$ cat src/sv/assert_macros.svh
// assertion macros used by the rtl module rtns_ctrl
// no dependencies; bodies are empty when SYNTHESIS is defined
`ifndef ASSERT_MACROS_SVH
`define ASSERT_MACROS_SVH
`ifndef SYNTHESIS
`define RTNS_ASSERT(lbl, clk, rstn, prop) \
  lbl: assert property (@(posedge clk) disable iff (!rstn) (prop)) \
    else $error("assertion failed");
`define RTNS_NEVER(lbl, clk, rstn, prop) \
  lbl: assert property (@(posedge clk) disable iff (!rstn) !(prop)) \
    else $error("forbidden condition");
`else
`define RTNS_ASSERT(lbl, clk, rstn, prop)
`define RTNS_NEVER(lbl, clk, rstn, prop)
`endif
`endif

$ cat src/sv/rtns_pkg.sv
// shared types and constants for the radix tree node split core
// no dependencies
package rtns_pkg;

  localparam int IDX_W = 10;
  localparam int ID_W = 10;
  localparam int CNT_W = 11;
  localparam int CODE_IN_W = 32;
  localparam int ID_PFX_W = 32;
  localparam int LMAX_INIT = 128;

  localparam logic FUNC_LOAD = 1'b0;
  localparam logic FUNC_NODE = 1'b1;

  typedef enum logic [4:0] {
    ST_IDLE, ST_CHECK, ST_I_RD, ST_I_EV, ST_PREV_RD, ST_PREV_EV,
    ST_NEXT_RD, ST_NEXT_EV, ST_EXP_RD, ST_EXP_EV, ST_BIN_RD, ST_BIN_EV,
    ST_J_RD, ST_J_EV, ST_SPL_RD, ST_SPL_EV, ST_DONE, ST_BAD
  } state_t;

  typedef enum logic [2:0] {
    SRC_NONE, SRC_I, SRC_PREV, SRC_NEXT, SRC_EXP, SRC_BIN, SRC_J, SRC_SPL
  } src_t;

  typedef enum logic [2:0] {
    ACT_NONE, ACT_LOADI, ACT_PREV, ACT_NEXT, ACT_EXP, ACT_BIN, ACT_J, ACT_SPL
  } act_t;

  typedef struct packed {
    logic load;
    logic capture;
    src_t src;
    act_t act;
    logic fin_ok;
    logic fin_bad;
  } cmd_t;

  typedef struct packed {
    logic bad;
    logic gt_dmin;
    logic t_le1;
  } sts_t;

endpackage

$ cat src/sv/rtns_ctrl.sv
// sequencer for the node split search
// depends on rtns_pkg and assert_macros.svh
`include "assert_macros.svh"
module rtns_ctrl (
  input  logic          clk,
  input  logic          rst_n,
  input  logic          start,
  input  logic          in_func,
  input  rtns_pkg::sts_t sts,
  output rtns_pkg::cmd_t cmd,
  output logic          busy
);

  rtns_pkg::state_t state_r, state_nxt;

  always_ff @(posedge clk) begin
    if (!rst_n) begin
      state_r <= rtns_pkg::ST_IDLE;
    end else begin
      state_r <= state_nxt;
    end
  end

  always_comb begin
    state_nxt = state_r;
    case (state_r)
      rtns_pkg::ST_IDLE:    if (start && in_func) state_nxt = rtns_pkg::ST_CHECK;
      rtns_pkg::ST_CHECK:   state_nxt = sts.bad ? rtns_pkg::ST_BAD : rtns_pkg::ST_I_RD;
      rtns_pkg::ST_I_RD:    state_nxt = rtns_pkg::ST_I_EV;
      rtns_pkg::ST_I_EV:    state_nxt = rtns_pkg::ST_PREV_RD;
      rtns_pkg::ST_PREV_RD: state_nxt = rtns_pkg::ST_PREV_EV;
      rtns_pkg::ST_PREV_EV: state_nxt = rtns_pkg::ST_NEXT_RD;
      rtns_pkg::ST_NEXT_RD: state_nxt = rtns_pkg::ST_NEXT_EV;
      rtns_pkg::ST_NEXT_EV: state_nxt = rtns_pkg::ST_EXP_RD;
      rtns_pkg::ST_EXP_RD:  state_nxt = rtns_pkg::ST_EXP_EV;
      rtns_pkg::ST_EXP_EV:
        state_nxt = sts.gt_dmin ? rtns_pkg::ST_EXP_RD : rtns_pkg::ST_BIN_RD;
      rtns_pkg::ST_BIN_RD:  state_nxt = rtns_pkg::ST_BIN_EV;
      rtns_pkg::ST_BIN_EV:
        state_nxt = sts.t_le1 ? rtns_pkg::ST_J_RD : rtns_pkg::ST_BIN_RD;
      rtns_pkg::ST_J_RD:    state_nxt = rtns_pkg::ST_J_EV;
      rtns_pkg::ST_J_EV:    state_nxt = rtns_pkg::ST_SPL_RD;
      rtns_pkg::ST_SPL_RD:  state_nxt = rtns_pkg::ST_SPL_EV;
      rtns_pkg::ST_SPL_EV:
        state_nxt = sts.t_le1 ? rtns_pkg::ST_DONE : rtns_pkg::ST_SPL_RD;
      rtns_pkg::ST_DONE:    state_nxt = rtns_pkg::ST_IDLE;
      rtns_pkg::ST_BAD:     state_nxt = rtns_pkg::ST_IDLE;
      default:              state_nxt = rtns_pkg::ST_IDLE;
    endcase
  end

  always_comb begin
    cmd = '{load: 1'b0, capture: 1'b0, src: rtns_pkg::SRC_NONE,
            act: rtns_pkg::ACT_NONE, fin_ok: 1'b0, fin_bad: 1'b0};
    case (state_r)
      rtns_pkg::ST_IDLE: begin
        cmd.load    = start && !in_func;
        cmd.capture = start && in_func;
      end
      rtns_pkg::ST_I_RD:    cmd.src = rtns_pkg::SRC_I;
      rtns_pkg::ST_I_EV:    cmd.act = rtns_pkg::ACT_LOADI;
      rtns_pkg::ST_PREV_RD: cmd.src = rtns_pkg::SRC_PREV;
      rtns_pkg::ST_PREV_EV: cmd.act = rtns_pkg::ACT_PREV;
      rtns_pkg::ST_NEXT_RD: cmd.src = rtns_pkg::SRC_NEXT;
      rtns_pkg::ST_NEXT_EV: cmd.act = rtns_pkg::ACT_NEXT;
      rtns_pkg::ST_EXP_RD:  cmd.src = rtns_pkg::SRC_EXP;
      rtns_pkg::ST_EXP_EV:  cmd.act = rtns_pkg::ACT_EXP;
      rtns_pkg::ST_BIN_RD:  cmd.src = rtns_pkg::SRC_BIN;
      rtns_pkg::ST_BIN_EV:  cmd.act = rtns_pkg::ACT_BIN;
      rtns_pkg::ST_J_RD:    cmd.src = rtns_pkg::SRC_J;
      rtns_pkg::ST_J_EV:    cmd.act = rtns_pkg::ACT_J;
      rtns_pkg::ST_SPL_RD:  cmd.src = rtns_pkg::SRC_SPL;
      rtns_pkg::ST_SPL_EV:  cmd.act = rtns_pkg::ACT_SPL;
      rtns_pkg::ST_DONE:    cmd.fin_ok = 1'b1;
      rtns_pkg::ST_BAD:     cmd.fin_bad = 1'b1;
      default:              cmd.fin_bad = 1'b0;
    endcase
  end

  assign busy = (state_r != rtns_pkg::ST_IDLE);

  `RTNS_ASSERT(a_fin_to_idle, clk, rst_n, (cmd.fin_ok || cmd.fin_bad) |=> !busy)
  `RTNS_NEVER(a_fin_excl, clk, rst_n, cmd.fin_ok && cmd.fin_bad)
  `RTNS_ASSERT(a_start_check, clk, rst_n,
    (!busy && start && in_func) |=> (state_r == rtns_pkg::ST_CHECK))
  `RTNS_NEVER(a_load_busy, clk, rst_n, cmd.load && busy)

endmodule

$ cat config.mk
export PLATFORM = sky130hd
export DESIGN_NAME = rtns_ctrl
export DESIGN_NICKNAME = d
export VERILOG_FILES = /design/src/sv/rtns_pkg.sv /design/src/sv/rtns_ctrl.sv
export VERILOG_INCLUDE_DIRS = /design/src /design/src/sv
export SDC_FILE = /design/constraint.sdc
export NUM_CORES = 1
export LEC_CHECK = 0
export BUFFER_PORTS_ARGS = -buffer_cell sky130_fd_sc_hd__buf_2
export CAP_MARGIN = 20
export CORE_AREA = 3 3 40 42
export DETAILED_ROUTE_END_ITERATION = 8
export DIE_AREA = 0 0 43 45
export PLACE_DENSITY = 0.55
export RECOVER_POWER = 100
export SYNTH_ARGS = -nofsm -noshare
export SYNTH_HDL_FRONTEND = slang
export SYNTH_SLANG_ARGS = --single-unit
$ cat constraint.sdc
create_clock -name clk -period 1.2 [get_ports clk]
set_input_delay 0.12 -clock clk [delete_from_list [all_inputs] [get_ports clk]]
set_output_delay 0.12 -clock clk [all_outputs]
set_load 0.05 [all_outputs]
==> key figures, run 1 <==
Clocking
  – Clock Tree Root: clkbuf_4
  – H-tree depth: 1
  – Worst skew pair latency: between 0.2 and 0.25 ns
  – CTS Sinks: 5
  – CTS max path bufs: 2
  – Clock transition at path regs: about 0.040 ns
  – TritonCTS clock tree: built
  – Cts bufs inserted: 3

Finish
  – Utilization after layout: 0.592
  – Largest reg by FF count: state_r
  – Diodes inserted: 0
  – Nets: ~90
  – Share of cells above drive strength 1: 0.713
  – Biggest regs: state_r (5)
  – Layout Area Growth over Synthesis: 124%
  – Fin area: ~760 µm²
  – Max reg flops: 5

Route
  – Final ANT Viol Nets: 0
  – Routed WL: 1100 µm
  – DRT Pass-1 Iters: 2
  – Drt wl/cell: ~12 µm
  – Initial DRC Count: 2
  – Routed vias: 450
  – # DRC: 0
  – Via/cell ratio: roughly 4.7

Floorplan
  – Die height: 45 µm
  – Initial Utilization: 0.264
  – Top Ports: 18
  – Site Rows: 13
  – DIE WIDTH: between 40 and 50 µm
  – Core area: 1280 µm²
  – DIE AREA: roughly 1900 µm²

Timing
  – FMAX: ~0.72 GHz
  – Final WS setup: -0.187 ns
  – Final hold vios: 0
  – RSZ-0062 raised after global routing: true
  – Minimum clock period: around 1.4 ns
  – Actual slew at the worst max-slew pin: between 0.2 and 0.25 ns
  – Clock Skew: about 0.0024 ns
  – Max Slew Vio Count: 0
  – Final setup vio count: 11
  – Worst slew margin: 0.836
  – Final period util: 1.16

Synth
  – Mapped Cells: 48
  – Seq/Total Area, Yosys: 0.295
  – Synth top area cells: dfxtp_1, nor2_1, nand2_1
  – Synth top cells by count: nor2_1, nand2_1, dfxtp_1
  – Synth cell types: 21
  – Async SR Flop Fraction: 0
  – Synthesized Nets: 55
  – Most common cell in the netlist: nor2_1
  – YS warnings: 0
  – Syn Std Cell Area: about 340 µm²
  – #FFs+latches synth: 5
  – Post-synth EDFFs: 0
  – Syn_area_per_cell: approximately 7.1 µm²
  – Synth Flop Type: dfxtp_1
  – Share of the synthesized area in the top cell type: 0.295
  – Largest area contributor in the netlist: dfxtp_1

Critical path
  – Startpoint Class: flip-flop
  – Worst R2R Path Depth: 5
  – Critical Path AT: approximately 1.3 ns
  – Max Fanout on Critical Path: 3
  – Setup crit end kind: output pin
  – CP required: between 1 and 1.5 ns
  – WS Path Type: reg -> out

Status
  – Outcome: finished with violations
  – Failing checks: setup timing

Power
  – VDD IR-drop max: between 0.0004 and 0.0005 V
  – Pleak: between 0.0003 and 0.0004 µW
  – Clk pwr share: 0.340
  – Sw power: roughly 180 µW
  – PD cells: about 720 nW/µm²
  – Logic pwr share: 0.337
  – Internal Power: 371 µW
  – Flop pwr share: 0.323
  – Switch share: 0.327

Global routing
  – Total Routing Usage GR: 0.123
  – M3 GR Usage: 0.0239
  – Grt total ovfl: 0
  – Largest net degree at the start of global routing: 11
  – First-pass GRT wire length: 1790 µm
  – Vias in the first global route: 420
  – Met1 Track Usage GR: 0.133
  – Grt peak-use layer: met2
  – GRT met2 Usage: 0.234
  – Initial antenna violation count: 0

Hold path
  – Hold Path Depth: 3
  – Hold WC Path Type: in -> reg

Job
  – Max Cap Viol: 0

Placement
  – Placement Setup Slack: -0.0673 ns
  – PortBufs: 17
  – HPWL Detailed: roughly 790 µm
  – DP Area: between 500 and 600 µm²
  – Routability congestion estimate: roughly 0.72
## through the flow
step           std cells  total power [µW]  hold slack [ns]  TNS, ns
3_5_place_dp          86               333            0.388   -0.198
6_report              95               551            0.128   -0.840
3_3_place_gp          86               331            0.370   -0.226
4_1_cts               95               563            0.124    -1.12
2_1_floorplan         48               286            0.236   -0.916
5_1_grt               95               591            0.127    -1.70
## worst max-delay path: stages (launching register included)
cell and delay [ns]:
dfxtp_2 0.33, nor3_4 0.25, nand2_4 0.09, nor3b_4 0.18, buf_6 0.18
## power by group through the flow
stage	logic, µW	registers (µW)	clock network (µW)
after floorplan	110	177	0
after global placement	149	183	0
after detailed placement	150	182	0
after CTS	183	180	200
after global routing	199	179	213
final	186	178	187
## layer usage
metal | part of all wire | wire, µm
met2 | 0.53 | 577
met3 | 0.052 | 57
met5 | 0 | 0
met4 | 0 | 0
met1 | 0.42 | 460
## worst paths after layout
kind                    from          to  slack, ns
setup / recovery  state_r[1]      cmd[9]      -0.19
hold / removal         rst_n  state_r[4]       0.13
setup reg to reg  state_r[2]  state_r[1]      -0.02
hold reg to reg   state_r[0]  state_r[0]       0.63
## cell families (layout without fill, tap and decap cells)
logic type / count (synthesis) / count (layout) / synth area share
buffers and inverters: 7 / 39 / 0.0775
xor gates and xnor gates: 1 / 1 / 0.0258
DFF: 5 / 5 / 0.295
and+or+nand+nor: 23 / 23 / 0.328
AOI/OAI and AO/OA: 12 / 12 / 0.273
## layout make-up
cell class | count | area [µm²]
sequential | 5 | 114
inverter | 4 | 20.0
timing repair buffer | 31 | 279
clock buffer | 4 | 26.3
tap | 15 | 18.8
multi-input combinational | 36 | 303
fill | 116 | 524
## repair_timing
action	4_1_cts	5_1_grt
endpoints found under the setup margin	13	15
pin swaps	6	7
resized for setup	38	5
hold buffers	0	0
buffers inserted	5	0
## layout by cell type (no fill, tap or decap)
master,count
a31oi_1,1
a21oi_1,3
nand2b_1,2
nor2_4,4
a211o_1,2
inv_2,1
clkbuf_4,3
nand4_1,1
a311o_1,2
inv_4,2
a311oi_1,1
nand2_4,1
nand2_1,5
and2_4,2
a31o_1,1
dfxtp_2,2
a21oi_2,1
nor2_1,1
nor2_2,3
dfxtp_4,3
nor3b_4,1
nor3_4,3
buf_4,9
buf_6,13
buf_8,2
clkbuf_1,1
inv_1,1
buf_2,7
o211ai_1,1
xnor2_1,1
No activity file was read; power rests on OpenSTA's default activity.
==> run 2, diff against run 1 <==
--- a/config.mk
+++ b/config.mk
@@ -11,7 +11,7 @@
 export CORE_AREA = 3 3 40 42
 export DETAILED_ROUTE_END_ITERATION = 8
 export DIE_AREA = 0 0 43 45
-export PLACE_DENSITY = 0.55
+export PLACE_DENSITY = 0.48
 export RECOVER_POWER = 100
 export SYNTH_ARGS = -nofsm -noshare
 export SYNTH_HDL_FRONTEND = slang
==> run 2 against run 1 <==
Effect of this change:
- the run still ends with setup timing left
- flip-flop and latch count did not move
- clock skew grew 0.0025 ns
- sequential share of layout area rose by 0.30 points
- highest routed layer unchanged
- fmax down 1.4%
- via count shrank 2.4%
- final cell count shrank 1.1%
- sequential power about the same
- hold slack worse by 0.0077 ns
- first-iteration DRC count rose to 2.5 times the previous value
- largest power group unchanged
- power down 0.35%
- critical path depth did not move
==> key figures, run 2 (synthesis gave the netlist of run 1 again) <==
Global routing
  – First-pass GRT wire length: 1770 µm (was 1790 µm)
  – Total Routing Usage GR: 0.124 (was 0.123)
  – Largest net degree at the start of global routing: 11 (unchanged)
  – Grt total ovfl: 0 (unchanged)
  – Initial antenna violation count: 0 (unchanged)
  – Vias in the first global route: 396 (was 420)

Finish
  – Layout Area Growth over Synthesis: 125% (was 124%)
  – Share of cells above drive strength 1: 0.722 (was 0.713)
  – Commonest non-fill, non-tap cells in the layout: buf_4, buf_6, buf_2, nor2_4, nand2_1 (was buf_6, buf_4, buf_2, nand2_1, nor2_4)
  – Max reg flops: 5 (unchanged)
  – Biggest regs: state_r (5) (unchanged)
  – Largest reg by FF count: state_r (unchanged)
  – Diodes inserted: 0 (unchanged)
  – Nets: 87 (was 88)
  – Most common cell after layout, fill and taps aside: buf_4 (was buf_6)
  – Utilization after layout: 0.593 (was 0.592)

Clocking
  – Post-CTS Hold Buffers: 0 (unchanged)
  – CTS max path bufs: 2 (unchanged)
  – CTS Sinks: 5 (unchanged)
  – H-tree depth: 1 (unchanged)
  – Clock Tree Root: clkbuf_4 (unchanged)
  – Clock transition at path regs: 0.04 ns (about the same)
  – Cts bufs inserted: 3 (unchanged)
  – TritonCTS clock tree: built (unchanged)
  – Worst skew pair latency: 0.24 ns (was 0.23 ns)

Floorplan
  – Core area: 1280 µm² (unchanged)
  – DIE WIDTH: 43 µm (unchanged)
  – DIE AREA: 1940 µm² (unchanged)
  – Die height: 45 µm (unchanged)
  – Site Rows: 13 (unchanged)
  – Initial Utilization: 0.264 (unchanged)
  – Top Ports: 18 (unchanged)

Timing
  – RSZ-0062 raised after global routing: true (unchanged)
  – Minimum clock period: 1.41 ns (was 1.39 ns)
  – Final hold vios: 0 (unchanged)
  – Total Neg Setup Slack: -1.31 ns (was -0.840 ns)
  – Final hold slack: 0.120 ns (was 0.128 ns)
  – Actual slew at the worst max-slew pin: 0.238 ns (was 0.248 ns)
  – FMAX: 0.711 GHz (was 0.721 GHz)
  – Clock Skew: 0.00488 ns (was 0.00243 ns)
  – Worst slew margin: 0.841 (was 0.836)
  – Final WS setup: -0.206 ns (was -0.187 ns)
  – Final period util: 1.17 (was 1.16)
  – Final setup vio count: 10 (was 11)
  – Max Slew Vio Count: 0 (unchanged)

Status
  – Outcome: finished with violations (unchanged)
  – Failing checks: setup timing (unchanged)

Route
  – # DRC: 0 (unchanged)
  – Routed WL: 1170 µm (was 1100 µm)
  – DRT Pass-1 Iters: 2 (unchanged)
  – Routed vias: 439 (was 450)
  – Drt wl/cell: 12.5 µm (was 11.5 µm)
  – Final ANT Viol Nets: 0 (unchanged)
  – Via/cell ratio: 4.67 (was 4.74)
  – Initial DRC Count: 5 (was 2)

Critical path
  – Slowest cell delay on critical path: 0.34 ns (was 0.33 ns)
  – Max stage delay cell, worst path: dfxtp_4 (was dfxtp_2)
  – CP Cell Sequence: nor3_4 > nand2_4 > nor3b_4 > buf_6 (unchanged)
  – Critical path buffer and inverter count: 1 (unchanged)
  – Max Fanout on Critical Path: 3 (unchanged)
  – CP top delay family: simple AND/OR/NAND/NOR gates (unchanged)
  – Critical Path AT: 1.29 ns (was 1.27 ns)
  – WS Path Type: reg -> out (unchanged)
  – Startpoint Class: flip-flop (unchanged)
  – CP required: 1.08 ns (about the same)
  – Setup crit end kind: output pin (unchanged)

Power
  – VDD IR-drop max: 0.000575 V (was 0.000474 V)
  – Pleak: 0.000310 µW (was 0.000315 µW)
  – PD cells: 721 nW/µm² (was 725 nW/µm²)
  – Design Power: 549 µW (was 551 µW)

Hold path
  – Hold WC Path Type: in -> reg (unchanged)

Placement
  – HPWL Detailed: 838 µm (was 795 µm)
  – Routability congestion estimate: 0.779 (was 0.722)
  – Placement Setup Slack: -0.0842 ns (was -0.0673 ns)
  – PortBufs: 17 (unchanged)

Job
  – Max Cap Viol: 0 (unchanged)
==> run 2: cell types whose count changed in the layout (fill, tap and decap cells not counted), sizes merged <==
cell  delta
buf      -1
==> run 2: final timing paths <==
kind | start | end | slack (ns) | cells after the start
worst max-delay path | state_r[2] | cmd[9] | -0.21 | 4
worst min-delay path | rst_n | state_r[4] | 0.12 | 3
worst max register to register | state_r[2] | state_r[1] | -0.13 | 7
worst min register to register | state_r[4] | state_r[4] | 0.59 | 3
==> run 2: power breakdown <==
group	internal [µW]	leakage (µW)	total, µW	switching [µW]
sequential	166	0.0000441	176	9.71
combinational	75.4	0.000251	186	110
clock	125	0.0000150	188	62.5
==> run 2: timing repair <==
action                                 4_1_cts  5_1_grt
resized for setup                           27       17
setup endpoints to repair                   13       15
pin swaps                                    4        5
endpoints found under the hold margin        0        0
setup buffers                                2        3
==> run 2: tightest hold or removal path, delay by kind of cell <==
family / cells / cell delay (ns)
AOI/OAI and AO/OA: 1 / 0.04
buffers and inverters: 1 / 0.11
and+or+nand+nor: 1 / 0.06
==> run 2: layout make-up <==
type / count / area [µm²]
tap: 15 / 18.8
multi-input combinational: 36 / 320
fill: 113 / 523
timing repair buffer: 30 / 263
inverter: 4 / 17.5
clock buffer: 4 / 26.3
sequential: 5 / 116
==> run 2: metal layers <==
metal / GRT usage / wire, µm / share of wire
met1: 0.162 / 512 / 0.44
met5: 0 / 0 / 0
met2: 0.189 / 608 / 0.52
met3: 0.0279 / 51 / 0.043
met4: 0.0723 / 0 / 0
==> run 2: metrics by stage <==
| step | cells | instance area, µm² |
|---|---|---|
| 2_1_floorplan | 48 | 407 |
| 6_report | 94 | 762 |
| 5_1_grt | 94 | 762 |
| 3_3_place_gp | 88 | 581 |
| 3_5_place_dp | 88 | 581 |
| 4_1_cts | 92 | 681 |
==> run 3, diff against run 2 <==
==> constraint.sdc (replaced) <==
create_clock -name clk -period 1.2 [get_ports clk]
set_input_delay 0.12 -clock clk [delete_from_list [all_inputs] [get_ports clk]]
set_output_delay 0.12 -clock clk [all_outputs]
set_load 0.01 [all_outputs]
==> run 3 against run 2 <==
Effect of this change:
- the run still ends with setup timing left
- utilization down 10 points
- global-route usage down 1.0 points
- power down 11%
- setup slack better by 0.078 ns
==> key figures, run 3 (synthesis gave the netlist of run 1 again) <==
Status
  – Outcome: finished with violations (unchanged)
  – Failing checks: setup timing (unchanged)

Hold path
  – Hold path start: rst_n (unchanged)
  – Hold Path Depth: 3 (unchanged)
  – Hold Path Sink: state_r[4] (unchanged)
  – Hold WC Path Type: in -> reg (unchanged)

Placement
  – Placed cells: 86 (was 88)
  – Placement Setup Slack: 0.00892 ns (was -0.0842 ns)
  – Routability congestion estimate: 0.741 (was 0.779)
  – HPWL Detailed: 806 µm (was 838 µm)
  – PortBufs: 17 (unchanged)

Floorplan
  – Initial Utilization: 0.264 (unchanged)
  – DIE WIDTH: 43 µm (unchanged)
  – Site Rows: 13 (unchanged)
  – Top Ports: 18 (unchanged)
  – Die height: 45 µm (unchanged)
  – DIE AREA: 1940 µm² (unchanged)
  – Core area: 1280 µm² (unchanged)

Route
  – Initial DRC Count: 3 (was 5)
  – # DRC: 0 (unchanged)
  – Routed vias: 454 (was 439)
  – Via/cell ratio: 4.73 (was 4.67)
  – Drt wl/cell: 11.3 µm (was 12.5 µm)
  – Final ANT Viol Nets: 0 (unchanged)
  – DRT Pass-1 Iters: 2 (unchanged)
  – Routed WL: 1090 µm (was 1170 µm)

Job
  – Max Cap Viol: 0 (unchanged)

Critical path
  – Startpoint Class: flip-flop (unchanged)
  – CP Cell Sequence: nor3_4 > buf_6 > nand2_4 > nor2_2 > buf_2 (was nor3_4 > nand2_4 > nor3b_4 > buf_6)
  – WS Path Type: reg -> out (unchanged)
  – Worst R2R Path Depth: 4 (was 7)
  – Worst R2R End: state_r[3] (was state_r[1])
  – Worst R2R Start: state_r[3] (was state_r[2])
  – Critical Path AT: 1.21 ns (was 1.29 ns)
  – Max stage delay cell, worst path: dfxtp_4 (unchanged)
  – Max Fanout on Critical Path: 3 (unchanged)
  – Reg-to-reg slack, setup: -0.08 ns (was -0.13 ns)
  – CP required: 1.08 ns (about the same)
  – Setup crit end kind: output pin (unchanged)
  – Critical path buffer and inverter count: 2 (was 1)
  – Slowest cell delay on critical path: 0.34 ns (about the same)
  – CP top delay family: simple AND/OR/NAND/NOR gates (unchanged)

Finish
  – Largest reg by FF count: state_r (unchanged)
  – Biggest regs: state_r (5) (unchanged)
  – Max reg flops: 5 (unchanged)
  – Layout Area Growth over Synthesis: 86.0% (was 125%)
  – Commonest non-fill, non-tap cells in the layout: buf_2, buf_4, nor2_1, nand2_1, buf_6 (was buf_4, buf_6, buf_2, nor2_4, nand2_1)
  – Utilization after layout: 0.491 (was 0.593)
  – Nets: 89 (was 87)
  – Share of cells above drive strength 1: 0.617 (was 0.722)
  – Diodes inserted: 0 (unchanged)
  – Filler cells: 140 (was 113)
  – Most common cell after layout, fill and taps aside: buf_2 (was buf_4)
  – Post-Layout Cell Count: 96 (was 94)

Timing
  – Minimum clock period: 1.33 ns (was 1.41 ns)
  – Final WS setup: -0.128 ns (was -0.206 ns)
  – FMAX: 0.753 GHz (was 0.711 GHz)
  – Final period util: 1.11 (was 1.17)
  – Clock Skew: 0.00333 ns (was 0.00488 ns)
  – Max Slew Vio Count: 0 (unchanged)
  – Final hold vios: 0 (unchanged)
  – Actual slew at the worst max-slew pin: 0.209 ns (was 0.238 ns)
  – Final setup vio count: 9 (was 10)
  – Worst slew margin: 0.860 (was 0.841)
  – RSZ-0062 raised after global routing: true (unchanged)

Power
  – VDD IR-drop max: 0.000500 V (was 0.000575 V)
  – PD cells: 775 nW/µm² (was 721 nW/µm²)
  – Design Power: 489 µW (was 549 µW)
  – Pleak: 0.000300 µW (was 0.000310 µW)

Global routing
  – Total Routing Usage GR: 0.114 (was 0.124)
  – Vias in the first global route: 388 (was 396)
  – Grt total ovfl: 0 (unchanged)
  – First-pass GRT wire length: 1640 µm (was 1770 µm)
  – Largest net degree at the start of global routing: 11 (unchanged)
  – Initial antenna violation count: 0 (unchanged)

Clocking
  – H-tree depth: 1 (unchanged)
  – Clock transition at path regs: 0.04 ns (about the same)
  – CTS Sinks: 5 (unchanged)
  – TritonCTS clock tree: built (unchanged)
  – CTS max path bufs: 2 (unchanged)
  – Cts bufs inserted: 3 (unchanged)
  – Worst skew pair latency: 0.24 ns (about the same)
  – Clock Tree Root: clkbuf_4 (unchanged)
## run 3: what timing repair did
item / in CTS / in global routing
resized for setup: 9 / 11
hold buffers: 0 / 0
buffers inserted: 2 / 4
endpoints found under the setup margin: 8 / 13
pin swaps: 6 / 9
## run 3: how the worst max path moves through the flow
stage	start	end	slack, ns	cells after the start
2_1_floorplan	state_r[2]	cmd[9]	0.008	3
3_3_place_gp	state_r[1]	cmd[9]	0.03	4
3_5_place_dp	state_r[1]	cmd[9]	0.009	4
4_1_cts	state_r[3]	cmd[1]	-0.14	5
5_1_grt	state_r[2]	cmd[9]	-0.22	4
6_report	state_r[2]	cmd[1]	-0.13	5
## run 3: worst register-to-register path: stages (launching register included)
cell      delay, ns
dfxtp_2        0.35
nor3_4         0.06
buf_4          0.13
a311o_1        0.39
a311oi_1       0.25
## run 3: where the power goes
part	internal [µW]	switching, µW	total [µW]
clock	126	66.2	192
combinational	61.1	62.0	123
sequential	169	5.50	174
## run 3: routing by layer
| metal | global-route usage | routed length, µm | up-vias |
|---|---|---|---|
| met4 | 0.0723 | 0 | 0 |
| met5 | 0 | 0 | - |
| met1 | 0.128 | 467 | 206 |
| met2 | 0.192 | 562 | 11 |
| li1 | - | - | 237 |
| met3 | 0.0319 | 59 | 0 |
## run 3: layout make-up
type | count | area (µm²) | area share
multi-input combinational | 36 | 246 | 0.391
timing repair buffer | 32 | 213 | 0.337
sequential | 5 | 111 | 0.177
clock buffer | 4 | 26.3 | 0.0417
tap | 15 | 18.8 | 0.0298
inverter | 4 | 15.0 | 0.0238
## run 3: per-stage QoR
stage / hold slack (ns) / TNS (ns) / area (µm²)
2_1_floorplan: 0.236 / 0 / 339
4_1_cts: 0.118 / -0.487 / 564
6_report: 0.125 / -0.752 / 631
5_1_grt: 0.133 / -1.49 / 631
3_5_place_dp: 0.381 / 0 / 499
3_3_place_gp: 0.393 / 0 / 499
